File: src/sv/time_zone_designator_parser_macros.svh
// Assertion macros shared by the time-zone designator parser.
`ifndef TIME_ZONE_DESIGNATOR_PARSER_MACROS_SVH
`define TIME_ZONE_DESIGNATOR_PARSER_MACROS_SVH

// Same-cycle implication, checked out of reset.
`define TZD_ASSERT_NOW(label, clk, rst_n, ante, cons, msg) \
  label: assert property (@(posedge clk) disable iff (!rst_n) (ante) |-> (cons)) \
    else $error(msg);

// Next-cycle implication, checked out of reset.
`define TZD_ASSERT_NEXT(label, clk, rst_n, ante, cons, msg) \
  label: assert property (@(posedge clk) disable iff (!rst_n) (ante) |=> (cons)) \
    else $error(msg);

`endif

File: src/sv/tzd_pkg.sv
// Types, constants and zone table for the time-zone designator parser.
`timescale 1ns / 1ps
`default_nettype none

package tzd_pkg;

  localparam int unsigned NumZones = 34;
  localparam logic [18:0] SecsPerHour = 19'd3600;
  localparam logic [18:0] SecsPerMinute = 19'd60;

  localparam logic [7:0] ChPlus = 8'h2B;
  localparam logic [7:0] ChMinus = 8'h2D;
  localparam logic [7:0] ChColon = 8'h3A;
  localparam logic [7:0] ChZero = 8'h30;

  typedef enum logic [1:0] {
    PH_SKIP,
    PH_LETTERS,
    PH_HOURS,
    PH_MINUTES
  } tzd_phase_e;

  typedef struct packed {
    tzd_phase_e  phase;
    logic [31:0] letters;      // letter k in bits 8k+7..8k
    logic [2:0]  letter_count;
    logic        negative;
    logic [6:0]  hours;
    logic [6:0]  minutes;
    logic [1:0]  digit_count;
  } tzd_state_t;

  localparam tzd_state_t StateClear = '{
    phase:        PH_SKIP,
    letters:      32'h0,
    letter_count: 3'd0,
    negative:     1'b0,
    hours:        7'd0,
    minutes:      7'd0,
    digit_count:  2'd0
  };

  typedef struct packed {
    logic [31:0]        name;  // first letter in the low byte, zero padded
    logic signed [19:0] secs;
  } tzd_zone_t;

  localparam tzd_zone_t ZoneTable [NumZones] = '{
    '{32'h0000005A, 20'sd0},        // Z
    '{32'h00005455, 20'sd0},        // UT
    '{32'h00544D47, 20'sd0},        // GMT
    '{32'h00545342, 20'sd3600},     // BST
    '{32'h00545349, 20'sd3600},     // IST
    '{32'h00544557, 20'sd0},        // WET
    '{32'h54534557, 20'sd3600},     // WEST
    '{32'h00544543, 20'sd3600},     // CET
    '{32'h54534543, 20'sd7200},     // CEST
    '{32'h00544545, 20'sd7200},     // EET
    '{32'h54534545, 20'sd10800},    // EEST
    '{32'h004B534D, 20'sd10800},    // MSK
    '{32'h0044534D, 20'sd14400},    // MSD
    '{32'h0054534E, -20'sd12600},   // NST
    '{32'h0054444E, -20'sd9000},    // NDT
    '{32'h00545341, -20'sd14400},   // AST
    '{32'h00544441, -20'sd10800},   // ADT
    '{32'h00545345, -20'sd18000},   // EST
    '{32'h00544445, -20'sd14400},   // EDT
    '{32'h00545343, -20'sd21600},   // CST
    '{32'h00544443, -20'sd18000},   // CDT
    '{32'h0054534D, -20'sd25200},   // MST
    '{32'h0054444D, -20'sd21600},   // MDT
    '{32'h00545350, -20'sd28800},   // PST
    '{32'h00544450, -20'sd25200},   // PDT
    '{32'h54534B41, -20'sd32400},   // AKST
    '{32'h54444B41, -20'sd28800},   // AKDT
    '{32'h00545348, -20'sd36000},   // HST
    '{32'h54534541, 20'sd36000},    // AEST
    '{32'h54444541, 20'sd39600},    // AEDT
    '{32'h54534341, 20'sd34200},    // ACST
    '{32'h54444341, 20'sd37800},    // ACDT
    '{32'h54535741, 20'sd28800},    // AWST
    '{32'h54445741, 20'sd32400}     // AWDT
  };

  function automatic logic is_space(input logic [7:0] c);
    return (c == 8'h20) || ((c >= 8'h09) && (c <= 8'h0D));
  endfunction

  function automatic logic is_alpha(input logic [7:0] c);
    return ((c >= 8'h41) && (c <= 8'h5A)) || ((c >= 8'h61) && (c <= 8'h7A));
  endfunction

  function automatic logic is_digit(input logic [7:0] c);
    return (c >= 8'h30) && (c <= 8'h39);
  endfunction

  // Names are unique and bytes past the letter count are zero, so an OR of
  // the matching entries equals the first match; no match gives zero.
  function automatic logic signed [19:0] zone_secs(input logic [31:0] letters);
    logic signed [19:0] secs;
    secs = '0;
    for (int i = 0; i < NumZones; i++) begin
      if (ZoneTable[i].name == letters) begin
        secs = secs | ZoneTable[i].secs;
      end
    end
    return secs;
  endfunction

endpackage

`default_nettype wire

File: src/sv/tzd_step.sv
// Per-character parse step: next state, end-of-parse and taken flags.
`timescale 1ns / 1ps
`default_nettype none

module tzd_step (
  input  tzd_pkg::tzd_state_t state_i,
  input  logic [7:0]          ch_i,
  input  logic                last_i,
  output tzd_pkg::tzd_state_t upd_o,    // state after this character
  output tzd_pkg::tzd_state_t next_o,   // state for the following character
  output logic                fin_o,
  output logic                taken_o
);

  logic       sign;
  logic       digit;
  logic [3:0] dval;
  logic       done;
  logic [1:0] dc_inc;

  assign sign   = (ch_i == tzd_pkg::ChPlus) || (ch_i == tzd_pkg::ChMinus);
  assign digit  = tzd_pkg::is_digit(ch_i);
  assign dval   = 4'(ch_i - tzd_pkg::ChZero);
  assign dc_inc = state_i.digit_count + 2'd1;

  always_comb begin
    upd_o   = state_i;
    taken_o = 1'b0;
    done    = 1'b0;
    unique case (state_i.phase)
      tzd_pkg::PH_SKIP: begin
        if (tzd_pkg::is_space(ch_i)) begin
          taken_o = 1'b1;
        end else if (tzd_pkg::is_alpha(ch_i)) begin
          upd_o.letters      = {24'h0, ch_i};
          upd_o.letter_count = 3'd1;
          upd_o.phase        = tzd_pkg::PH_LETTERS;
          taken_o            = 1'b1;
        end else if (sign) begin
          upd_o.negative = (ch_i == tzd_pkg::ChMinus);
          upd_o.phase    = tzd_pkg::PH_HOURS;
          taken_o        = 1'b1;
        end else begin
          done = 1'b1;
        end
      end
      tzd_pkg::PH_LETTERS: begin
        if (tzd_pkg::is_alpha(ch_i) && !state_i.letter_count[2]) begin
          upd_o.letters = state_i.letters
                        | ({24'h0, ch_i} << {state_i.letter_count[1:0], 3'b000});
          upd_o.letter_count = state_i.letter_count + 3'd1;
          taken_o            = 1'b1;
        end else if (sign) begin
          upd_o.negative = (ch_i == tzd_pkg::ChMinus);
          upd_o.phase    = tzd_pkg::PH_HOURS;
          taken_o        = 1'b1;
        end else begin
          done = 1'b1;
        end
      end
      tzd_pkg::PH_HOURS: begin
        if (digit && (state_i.digit_count < 2'd2)) begin
          upd_o.hours       = 7'(state_i.hours * 7'd10 + {3'b000, dval});
          upd_o.digit_count = dc_inc;
          taken_o           = 1'b1;
        end else if (ch_i == tzd_pkg::ChColon) begin
          upd_o.phase       = tzd_pkg::PH_MINUTES;
          upd_o.digit_count = 2'd0;
          taken_o           = 1'b1;
        end else if (digit) begin
          // third digit with no colon: first minute digit
          upd_o.minutes     = {3'b000, dval};
          upd_o.digit_count = 2'd1;
          upd_o.phase       = tzd_pkg::PH_MINUTES;
          taken_o           = 1'b1;
        end else begin
          done = 1'b1;
        end
      end
      tzd_pkg::PH_MINUTES: begin
        if (digit) begin
          upd_o.minutes     = 7'(state_i.minutes * 7'd10 + {3'b000, dval});
          upd_o.digit_count = dc_inc;
          taken_o           = 1'b1;
          done              = (dc_inc >= 2'd2);
        end else begin
          done = 1'b1;
        end
      end
    endcase
  end

  assign fin_o  = done || last_i;
  assign next_o = fin_o ? tzd_pkg::StateClear : upd_o;

endmodule

`default_nettype wire

File: src/sv/tzd_offset.sv
// Zone name lookup plus signed hour/minute adjustment, in seconds.
`timescale 1ns / 1ps
`default_nettype none

module tzd_offset (
  input  tzd_pkg::tzd_state_t state_i,
  output logic signed [19:0]  tz_offset_o
);

  logic [18:0]        amount;
  logic signed [19:0] amount_s;
  logic signed [19:0] zone;

  assign amount = 19'({12'h000, state_i.hours} * tzd_pkg::SecsPerHour)
                + 19'({12'h000, state_i.minutes} * tzd_pkg::SecsPerMinute);
  assign amount_s = $signed({1'b0, amount});
  assign zone     = tzd_pkg::zone_secs(state_i.letters);

  assign tz_offset_o = zone + (state_i.negative ? -amount_s : amount_s);

endmodule

`default_nettype wire

File: src/sv/time_zone_designator_parser.sv
// Top level of the time-zone designator parser.
`timescale 1ns / 1ps
`default_nettype none
`include "time_zone_designator_parser_macros.svh"

// Parses an RFC 822 style zone field one character per request: whitespace,
// up to four letters matched against 34 zone names, then an optional signed
// hh[:]mm offset. A result (offset in seconds, and whether the ending
// character was consumed) leaves when a parse ends: on last_i, on a character
// that does not fit, or on the second minute digit. A character is held in the
// input register and is then stepped into the parse state and the result
// register; one character per cycle is sustained while the result is not
// stalled. in_stall_o rises only while a character waits behind a stalled
// result.
module time_zone_designator_parser (
  input  logic               clk_i,
  input  logic               rst_ni,
  input  logic               in_valid_i,
  output logic               in_stall_o,
  input  logic [7:0]         ch_i,
  input  logic               last_i,
  output logic               out_valid_o,
  input  logic               out_stall_i,
  output logic signed [19:0] tz_offset_o,
  output logic               char_taken_o
);

  logic                in_valid_q;
  logic [7:0]          ch_q;
  logic                last_q;
  tzd_pkg::tzd_state_t state_q;
  tzd_pkg::tzd_state_t upd;
  tzd_pkg::tzd_state_t state_d;
  logic                fin;
  logic                taken;
  logic signed [19:0]  offset_d;
  logic                out_free;
  logic                adv;
  logic                out_valid_q;
  logic signed [19:0]  offset_q;
  logic                taken_q;

  assign out_free   = !out_valid_q || !out_stall_i;
  assign adv        = in_valid_q && out_free;
  assign in_stall_o = in_valid_q && !out_free;

  always_ff @(posedge clk_i or negedge rst_ni) begin
    if (!rst_ni) begin
      in_valid_q <= 1'b0;
    end else if (!in_stall_o) begin
      in_valid_q <= in_valid_i;
    end
  end

  always_ff @(posedge clk_i) begin
    if (!in_stall_o && in_valid_i) begin
      ch_q   <= ch_i;
      last_q <= last_i;
    end
  end

  tzd_step u_step (
    .state_i (state_q),
    .ch_i    (ch_q),
    .last_i  (last_q),
    .upd_o   (upd),
    .next_o  (state_d),
    .fin_o   (fin),
    .taken_o (taken)
  );

  tzd_offset u_offset (
    .state_i     (upd),
    .tz_offset_o (offset_d)
  );

  always_ff @(posedge clk_i or negedge rst_ni) begin
    if (!rst_ni) begin
      state_q <= tzd_pkg::StateClear;
    end else if (adv) begin
      state_q <= state_d;
    end
  end

  always_ff @(posedge clk_i or negedge rst_ni) begin
    if (!rst_ni) begin
      out_valid_q <= 1'b0;
    end else if (out_free) begin
      out_valid_q <= adv && fin;
    end
  end

  always_ff @(posedge clk_i) begin
    if (adv && fin) begin
      offset_q <= offset_d;
      taken_q  <= taken;
    end
  end

  assign out_valid_o  = out_valid_q;
  assign tz_offset_o  = offset_q;
  assign char_taken_o = taken_q;

  // hold the input only behind a stalled result
  `TZD_ASSERT_NOW(a_stall_cause, clk_i, rst_ni, in_stall_o, out_valid_o && out_stall_i, "input stalled without a blocked result")
  // a finished parse leaves a result and a cleared parse state
  `TZD_ASSERT_NEXT(a_fin_result, clk_i, rst_ni, adv && fin, out_valid_o && (state_q.phase == tzd_pkg::PH_SKIP), "finished parse lost or state not cleared")
  // letter phase always holds at least one letter
  `TZD_ASSERT_NOW(a_letters_present, clk_i, rst_ni, state_q.phase == tzd_pkg::PH_LETTERS, state_q.letter_count != 3'd0, "letter phase with no letters")

endmodule

`default_nettype wire
File: config.mk
export PLATFORM = sky130hd
export DESIGN_NAME = time_zone_designator_parser
export DESIGN_NICKNAME = d
export VERILOG_FILES = /design/src/sv/tzd_pkg.sv /design/src/sv/tzd_step.sv /design/src/sv/tzd_offset.sv /design/src/sv/time_zone_designator_parser.sv
export VERILOG_INCLUDE_DIRS = /design/src /design/src/sv
export SDC_FILE = /design/constraint.sdc
export NUM_CORES = 1
export LEC_CHECK = 0
export ABC_CLOCK_PERIOD_IN_PS = 10300
export BUFFER_PORTS_ARGS = -buffer_cell sky130_fd_sc_hd__buf_2
export CAP_MARGIN = 20
export CELL_PAD_IN_SITES_DETAIL_PLACEMENT = 1
export CELL_PAD_IN_SITES_GLOBAL_PLACEMENT = 1
export CORE_MARGIN = 4
export CORE_UTILIZATION = 40
export DETAILED_ROUTE_END_ITERATION = 10
export PLACE_DENSITY = 0.65
export SLEW_MARGIN = 25
export SYNTH_ARGS = -nofsm -noshare
export SYNTH_HDL_FRONTEND = slang
export SYNTH_HIERARCHICAL = 1
export SYNTH_SLANG_ARGS = --single-unit
File: constraint.sdc
create_clock -name clk_i -period 10.3 [get_ports clk_i]
set_clock_uncertainty 0.05 [all_clocks]
set_input_delay 0.515 -clock clk_i [delete_from_list [all_inputs] [get_ports clk_i]]
set_output_delay 0.515 -clock clk_i [all_outputs]
set_load 0.01 [all_outputs]
==> impl_metrics.csv, run 1 <==
group,metric,value,unit
die,start_util,40.8,%
route,firstDrtPassIters,4,
clock_network,clock_tree.root_cell,"clkbuf_16",
clock_network,post_cts_buffers,0,
worst_hold_path,holdCritPathClass,"input port to asynchronous set/reset pin",
yosys,syn_area,0.00957,sq mm
route,wl_per_cell,18.1,um
route,drt-vias-per-instance,5.57,
sta,fin_crit,8430,ps
pwr,total_power,837,uW
global_routing,antenna_found_initial,0,
yosys,syn_avg_cell_area,9.24,sq um
placement,placed_cells_incl_taps,1358,
layout,nNetsFinal,1174,
sta,hold_violations,0,
route,antenna_left,0,
clock_network,clock_latency,350,ps
setup_path,crit_buf_inv,2,
sta,hold_slack,259,ps
clock_network,cts_sinks,86,
setup_path,start_kind,"register",
clock_network,cts_tree,"done",
sta,drv_slew,0,
global_routing,grt_max_degree,57,
clock_network,cts_max_level,3,
flow_run,drv_cap,0,
pwr,power.density,81.7,mW/mm^2
die,core,0.0235,sq mm
clock_network,path_clk_slew,80,ps
die,num_rows,56,
outcome,outcome,"completed",
global_routing,grt_pass1_vias,8121,
die,die_area,0.0265,sq mm
sta,rsz0062_at_grt,"false",
global_routing,track_usage,19.5,%
pwr,vdd_drop_max,0.0791,mV
clock_network,cts_hold_buf,0,
layout,n_antenna_cell,0,
placement,routabilityCongestion,0.897,
clock_network,cts.path.max_buffers,2,
route,vias,7650,
clock_network,numCtsBuffers,9,
layout,layout_commonest_cell,"ha_1",
yosys,syn_inst,1035,
setup_path,rr_startpoint,"ch_q[1]",
layout,drive_above_1_share,15.6,%
sta,tns,0,ps
pwr,leakagePower,4.61,nW
sta,final-setup-viol-count,0,
yosys,ys_warn_count,6,
clock_network,cts-resized-gates,0,
sta,finalCritPeriodShare,81.8,%
setup_path,endpoint_kind,"register",
setup_path,cp.arrival,8480,ps
setup_path,critPathMaxStageDelay,900,ps
layout,fin_cells,1374,
layout,final_cell_mix,"ha_1, inv_1, nor2_1",
route,drt_iter0_drc,379,
sta,worstMarginPinSlew,1040,ps
placement,port_buffers,35,
layout,syn_to_final_growth,7.15,%
route,routed_wl,24900,um
setup_path,startpoint,"ch_q[1]",
setup_path,r2r_slack,1870,ps
global_routing,grt_overflow,0,
setup_path,path_class,"register to register",
placement,hpwlAfterDp,18800,um
sta,maxSlewHeadroom,30.6,%
setup_path,worstPathRequired,10350,ps
layout,final.fill_count,2743,
global_routing,grt_pass1_wl,42300,um
placement,dpl_cell_area,0.00995,sq mm
sta,fmax,119,MHz
die,ios,36,
setup_path,path_delay_family,"compound AO/OA/AOI/OAI gates",
die,die_width,163,um
setup_path,crit_fanout,21,
die,die_h,163,um
setup_path,slowest_stage,"edfxtp_1",
route,drc,0,
layout,final_area,0.0103,sq mm
## metrics by stage
step                setup WS, ps  utilization (%)
finish                      1870             43.7
detailed placement          1850             42.4
global route                1140             43.7
CTS                         1810             43.7
global placement            2010             42.4
floorplan                   2930                -
## cell type report
class / count / area, sq um / area share (%)
multi-input cells: 827 / 6700 / 65.3
flip-flops and latches: 86 / 2300 / 22.5
well taps: 319 / 399 / 3.89
inverters: 81 / 304 / 2.97
repair buffers: 45 / 250 / 2.44
clock buffers: 9 / 225 / 2.20
clock inverters: 7 / 75.1 / 0.732
## final timing paths
kind / to / depth (start not counted)
max: tz_offset_o[18] / 29
min: state_q[50] / 2
max reg2reg: tz_offset_o[18] / 29
min reg2reg: state_q[26] / 1
max in group asynchronous: state_q[10] / 2
min in group clk_i: ch_q[3] / 1
## worst register-to-register path, delay by kind of cell, from the launching register on
| family | cells | cell delay [ps] |
|---|---|---|
| flip-flops | 1 | 900 |
| AND/OR/NAND/NOR | 7 | 1510 |
| multiplexers | 1 | 390 |
| adder cells (fa/ha/maj) | 5 | 2070 |
| buffers and inverters | 2 | 260 |
| XOR/XNOR | 3 | 330 |
| AO/OA/AOI/OAI | 11 | 2650 |
## state kept, by name, summed over array words and instances (netlist names)
name	count
ch_q	8
char_taken_o	1
in_valid_q	1
last_q	1
out_valid_o	1
state_q	54
tz_offset_o	20
## where the power goes
group | internal (mW) | switching, mW
sequential | 0.367 | 0.0134
combinational | 0.0428 | 0.0768
clock | 0.172 | 0.165
total | 0.582 | 0.256
## per-layer routing
| layer | GRT usage, % | wire (um) |
|---|---|---|
| met1 | 28.2 | 12500 |
| met2 | 31.8 | 11500 |
| met3 | 2.05 | 653 |
| met4 | 3.93 | 262 |
| met5 | 0 | 0 |
No activity file was read; power rests on OpenSTA's default activity.
==> inputs of run 2 (changes only) <==
--- a/config.mk
+++ b/config.mk
@@ -6,7 +6,7 @@
 export SDC_FILE = /design/constraint.sdc
 export NUM_CORES = 1
 export LEC_CHECK = 0
-export ABC_CLOCK_PERIOD_IN_PS = 10300
+export ABC_CLOCK_PERIOD_IN_PS = 8000
 export BUFFER_PORTS_ARGS = -buffer_cell sky130_fd_sc_hd__buf_2
 export CAP_MARGIN = 20
 export CELL_PAD_IN_SITES_DETAIL_PLACEMENT = 1
==> constraint.sdc (replaced) <==
create_clock -name clk_i -period 8 [get_ports clk_i]
set_clock_uncertainty 0.05 [all_clocks]
set_input_delay 0.4 -clock clk_i [delete_from_list [all_inputs] [get_ports clk_i]]
set_output_delay 0.4 -clock clk_i [all_outputs]
set_load 0.01 [all_outputs]
==> run 2 against run 1 <==
  * Register-to-register slack got worse by 1500 ps
  * Sequential share of layout area decreased by 0.61 points
  * First-iteration DRC count decreased by 2.6%
  * Maximum frequency increased by 11%
  * Worst hold slack got worse by 110 ps
  * Global-route usage increased by 0.41 points
  * Clock-buffer cell count increased by 2
  * Die area unchanged
  * Via count increased by 1.9%
  * Total power increased by 31%
  * Critical path type unchanged
  * Critical endpoint unchanged
  * Largest cell class unchanged
  * Largest power group unchanged
==> impl_metrics.csv, run 2 (synthesis results as in run 1) <==
group,metric,value,unit
die,die_width,163,um
global_routing,grt_pass1_vias,8125,
clock_network,clock_tree.root_cell,"clkbuf_16",
setup_path,rr_startpoint,"ch_q[1]",
layout,n_antenna_cell,0,
die,ios,36,
global_routing,grt_overflow,0,
layout,largest-register,"state_q",
clock_network,cts_tree,"done",
setup_path,reg2regPathDepth,29,
setup_path,crit_path_frequent_cell,"a21oi_1",
setup_path,critPathMaxStageDelay,600,ps
setup_path,crit_fanout,14,
route,firstDrtPassIters,5,
sta,final-setup-viol-count,0,
placement,hpwlAfterDp,19300,um
setup_path,cp.arrival,7630,ps
sta,drv_slew,0,
sta,maxSlewHeadroom,28.8,%
flow_run,drv_cap,0,
clock_network,clock_latency,350,ps
route,vias,7793,
die,num_rows,56,
placement,place_ws,171,ps
clock_network,numCtsBuffers,9,
sta,fmax,132,MHz
placement,port_buffers,35,
sta,fin_crit,7590,ps
sta,finalCritPeriodShare,94.8,%
layout,layout_commonest_cell,"ha_1",
placement,routabilityCongestion,0.904,
die,die_area,0.0265,sq mm
sta,hold_violations,0,
setup_path,endpoint_kind,"register",
global_routing,track_usage,19.9,%
global_routing,grt_max_degree,57,
setup_path,slowest_stage,"fa_1",
setup_path,worstPathRequired,8050,ps
sta,tns,0,ps
sta,worstMarginPinSlew,1070,ps
die,start_util,40.8,%
route,antenna_left,0,
layout,largest_reg_flops,54,
route,drc,0,
global_routing,grt_pass1_wl,43300,um
sta,setup_slack,413,ps
setup_path,startpoint,"ch_q[1]",
clock_network,cts_sinks,86,
clock_network,path_clk_slew,80,ps
pwr,power.density,104,mW/mm^2
setup_path,r2r_slack,410,ps
die,die_h,163,um
layout,nNetsFinal,1201,
pwr,vdd_drop_max,0.0874,mV
setup_path,start_kind,"register",
clock_network,cts_hold_buf,0,
layout,final_cell_mix,"ha_1, inv_1, nor2_1",
route,drt-vias-per-instance,5.56,
clock_network,cts.path.max_buffers,2,
pwr,leakagePower,4.78,nW
route,drt_iter0_drc,369,
outcome,outcome,"completed",
global_routing,antenna_found_initial,0,
worst_hold_path,holdCritPathClass,"input port to asynchronous set/reset pin",
die,core,0.0235,sq mm
layout,drive_above_1_share,19.0,%
route,wl_per_cell,18.1,um
layout,syn_to_final_growth,10.1,%
setup_path,path_class,"register to register",
route,routed_wl,25300,um
clock_network,cts_max_level,3,
sta,rsz0062_at_grt,"false",
==> run 2: worst paths after layout <==
path                                   endpoint
worst max-delay path            tz_offset_o[18]
worst min-delay path                state_q[38]
worst max register to register  tz_offset_o[18]
worst min register to register      state_q[27]
max in group asynchronous           state_q[23]
min in group clk_i                      ch_q[4]
==> run 2: metal layers <==
layer | vias up | wire [um] | global-route usage (%)
li1 | 3837 | - | -
met1 | 3860 | 12800 | 28.9
met2 | 90 | 11700 | 33.0
met3 | 6 | 600 | 2.23
met4 | 0 | 142 | 2.63
met5 | - | 0 | 0
==> run 2: what timing repair did <==
item | 4_1_cts | 5_1_grt
resized for setup | 0 | 18
buffers inserted | 0 | 2
setup endpoints to repair | 0 | 5
==> run 2: where the power goes <==
| part | switching [mW] | internal, mW | total, mW |
|---|---|---|---|
| clock network | 0.209 | 0.236 | 0.446 |
| logic | 0.111 | 0.0627 | 0.174 |
| registers | 0.00748 | 0.472 | 0.480 |
| total | 0.328 | 0.772 | 1.10 |
==> run 2: final cells by class <==
class / instances / area, sq um
repair buffers: 72 / 464
clock buffers: 11 / 254
well taps: 319 / 399
flip-flops and latches: 86 / 2300
clock inverters: 5 / 43.8
inverters: 81 / 304
multi-input cells: 827 / 6770
fillers: 2735 / 12900
==> run 2: worst max-delay path, delay by kind of cell (launching register included) <==
| family | cells | cell delay (ps) |
|---|---|---|
| buffers and inverters | 1 | 250 |
| AO/OA/AOI/OAI | 15 | 2620 |
| AND/OR/NAND/NOR | 3 | 990 |
| XOR/XNOR | 4 | 510 |
| multiplexers | 1 | 400 |
| flip-flops | 1 | 500 |
| adder cells (fa/ha/maj) | 5 | 2010 |
==> run 2: through the flow <==
| step | utilization (%) | hold slack (ps) | cells | instance area [sq um] | power (mW) |
|---|---|---|---|---|---|
| finish | 44.9 | 150 | 1401 | 10500 | 1.10 |
| global route | 44.9 | 152 | 1401 | 10500 | 1.15 |
| CTS | 44.5 | 158 | 1398 | 10400 | 1.11 |
| detailed placement | 43.2 | 437 | 1382 | 10100 | 0.661 |
| global placement | 43.2 | 434 | 1382 | 10100 | 0.659 |
| floorplan | - | 54.4 | 1036 | 9570 | 0.614 |
==> inputs of run 3 (changes only) <==
--- a/config.mk
+++ b/config.mk
@@ -6,9 +6,8 @@
 export SDC_FILE = /design/constraint.sdc
 export NUM_CORES = 1
 export LEC_CHECK = 0
-export ABC_CLOCK_PERIOD_IN_PS = 8000
+export ABC_CLOCK_PERIOD_IN_PS = 9060
 export BUFFER_PORTS_ARGS = -buffer_cell sky130_fd_sc_hd__buf_2
-export CAP_MARGIN = 20
 export CELL_PAD_IN_SITES_DETAIL_PLACEMENT = 1
 export CELL_PAD_IN_SITES_GLOBAL_PLACEMENT = 1
 export CORE_MARGIN = 4
==> constraint.sdc (replaced) <==
create_clock -name clk_i -period 9.06 [get_ports clk_i]
set_clock_uncertainty 0.05 [all_clocks]
set_input_delay 0.453 -clock clk_i [delete_from_list [all_inputs] [get_ports clk_i]]
set_output_delay 0.453 -clock clk_i [all_outputs]
set_load 0.01 [all_outputs]
==> run 3 against run 2 <==
  * Sequential power shrank 11%
  * Combinational power shrank 17%
  * Utilization shrank 0.89 points
  * Clock power shrank 11%
  * Worst hold slack better by 26 ps
  * Via count up 0.14%
  * Critical path depth stayed put
  * Maximum frequency shrank 6.2%
  * Register-to-register slack better by 560 ps
==> impl_metrics.csv, run 3 (synthesis results as in run 1) <==
group,metric,value,unit
clock_network,numCtsBuffers,9,
layout,nNetsFinal,1184,
sta,worstMarginPinSlew,1020,ps
sta,tns,0,ps
sta,setup_slack,972,ps
sta,fin_crit,8090,ps
clock_network,cts_hold_buf,0,
route,drc,0,
worst_hold_path,holdCritPathClass,"input port to asynchronous set/reset pin",
layout,largest-register,"state_q",
sta,fmax,124,MHz
sta,rsz0062_at_grt,"false",
die,die_area,0.0265,sq mm
setup_path,crit_fanout,12,
placement,placed_cells_incl_taps,1368,
setup_path,startpoint,"ch_q[1]",
clock_network,path_clk_slew,90,ps
pwr,total_power,966,uW
setup_path,cp.arrival,8140,ps
die,num_rows,56,
setup_path,worstPathRequired,9120,ps
layout,largest_reg_flops,54,
layout,fin_util,44.0,%
sta,drv_slew,0,
route,firstDrtPassIters,5,
route,drt_iter0_drc,495,
placement,dpl_cell_area,0.0100,sq mm
layout,fin_cells,1384,
global_routing,antenna_found_initial,0,
layout,drive_above_1_share,16.4,%
clock_network,cts-resized-gates,0,
clock_network,cts_sinks,86,
global_routing,grt_pass1_wl,42900,um
placement,place_ws,961,ps
setup_path,start_kind,"register",
die,start_util,40.8,%
layout,n_antenna_cell,0,
sta,final-setup-viol-count,0,
die,core,0.0235,sq mm
die,die_h,163,um
clock_network,post_cts_buffers,0,
layout,syn_to_final_growth,7.94,%
global_routing,track_usage,19.8,%
pwr,leakagePower,4.66,nW
layout,layout_commonest_cell,"ha_1",
die,die_width,163,um
placement,port_buffers,35,
pwr,vdd_drop_max,0.0832,mV
route,drt-vias-per-instance,5.64,
clock_network,clock_tree.root_cell,"clkbuf_16",
clock_network,cts_max_level,3,
route,antenna_left,0,
route,vias,7804,
global_routing,grt_overflow,0,
clock_network,cts_tree,"done",
clock_network,cts.path.max_buffers,2,
global_routing,grt_pass1_vias,8037,
outcome,outcome,"completed",
flow_run,drv_cap,0,
setup_path,path_class,"register to register",
pwr,power.density,93.6,mW/mm^2
sta,hold_violations,0,
placement,hpwlAfterDp,19100,um
setup_path,slowest_stage,"edfxtp_1",
layout,final_cell_mix,"ha_1, inv_1, nor2_1",
layout,final_area,0.0103,sq mm
setup_path,endpoint_kind,"register",
sta,finalCritPeriodShare,89.3,%
placement,routabilityCongestion,0.885,
setup_path,critPathMaxStageDelay,610,ps
setup_path,rr_startpoint,"ch_q[1]",
clock_network,clock_latency,360,ps
die,ios,36,
sta,maxSlewHeadroom,31.9,%
global_routing,grt_max_degree,57,
sta,hold_slack,176,ps
setup_path,reg2regPathDepth,29,
route,wl_per_cell,18.2,um
route,routed_wl,25200,um
run 3: cell count changes in the layout (fill, tap and decap cells not counted), sizes merged:
cell,delta
clkinvlp,+1
clkinv,+2
inv,-1
clkbuf,-2
buf,-17
run 3: final cells by class:
class	instances	area [sq um]
flip-flops and latches	86	2300
well taps	319	399
clock buffers	9	225
fillers	2747	13100
multi-input cells	827	6700
clock inverters	7	75.1
repair buffers	55	325
inverters	81	304
run 3: final timing paths:
kind,end,slack [ps]
max in group asynchronous,state_q[9],8220
min reg2reg,state_q[26],460
max reg2reg,tz_offset_o[18],970
min,state_q[50],180
min in group clk_i,ch_q[3],210
max,tz_offset_o[18],970
run 3: critical path: cells and delay by family, from the launching register on:
| family | cells | cell delay (ps) |
|---|---|---|
| AND/OR/NAND/NOR | 7 | 1500 |
| XOR/XNOR | 3 | 320 |
| flip-flops | 1 | 610 |
| buffers and inverters | 2 | 200 |
| adder cells (fa/ha/maj) | 5 | 2070 |
| multiplexers | 1 | 350 |
| AO/OA/AOI/OAI | 11 | 2720 |
run 3: layer usage:
layer,part of all wire (%),GRT usage [%],up-vias
met4,0.86,3.43,0
met5,0,0,-
met2,46,32.2,100
li1,-,-,3812
met1,51,29.0,3879
met3,2.4,1.92,13
run 3: where the power goes:
group | total, mW | internal (mW) | switching [mW] | leakage, nW
Clock | 0.395 | 0.196 | 0.198 | 0.145
Sequential | 0.428 | 0.417 | 0.0104 | 1.07
Combinational | 0.144 | 0.0510 | 0.0930 | 3.45
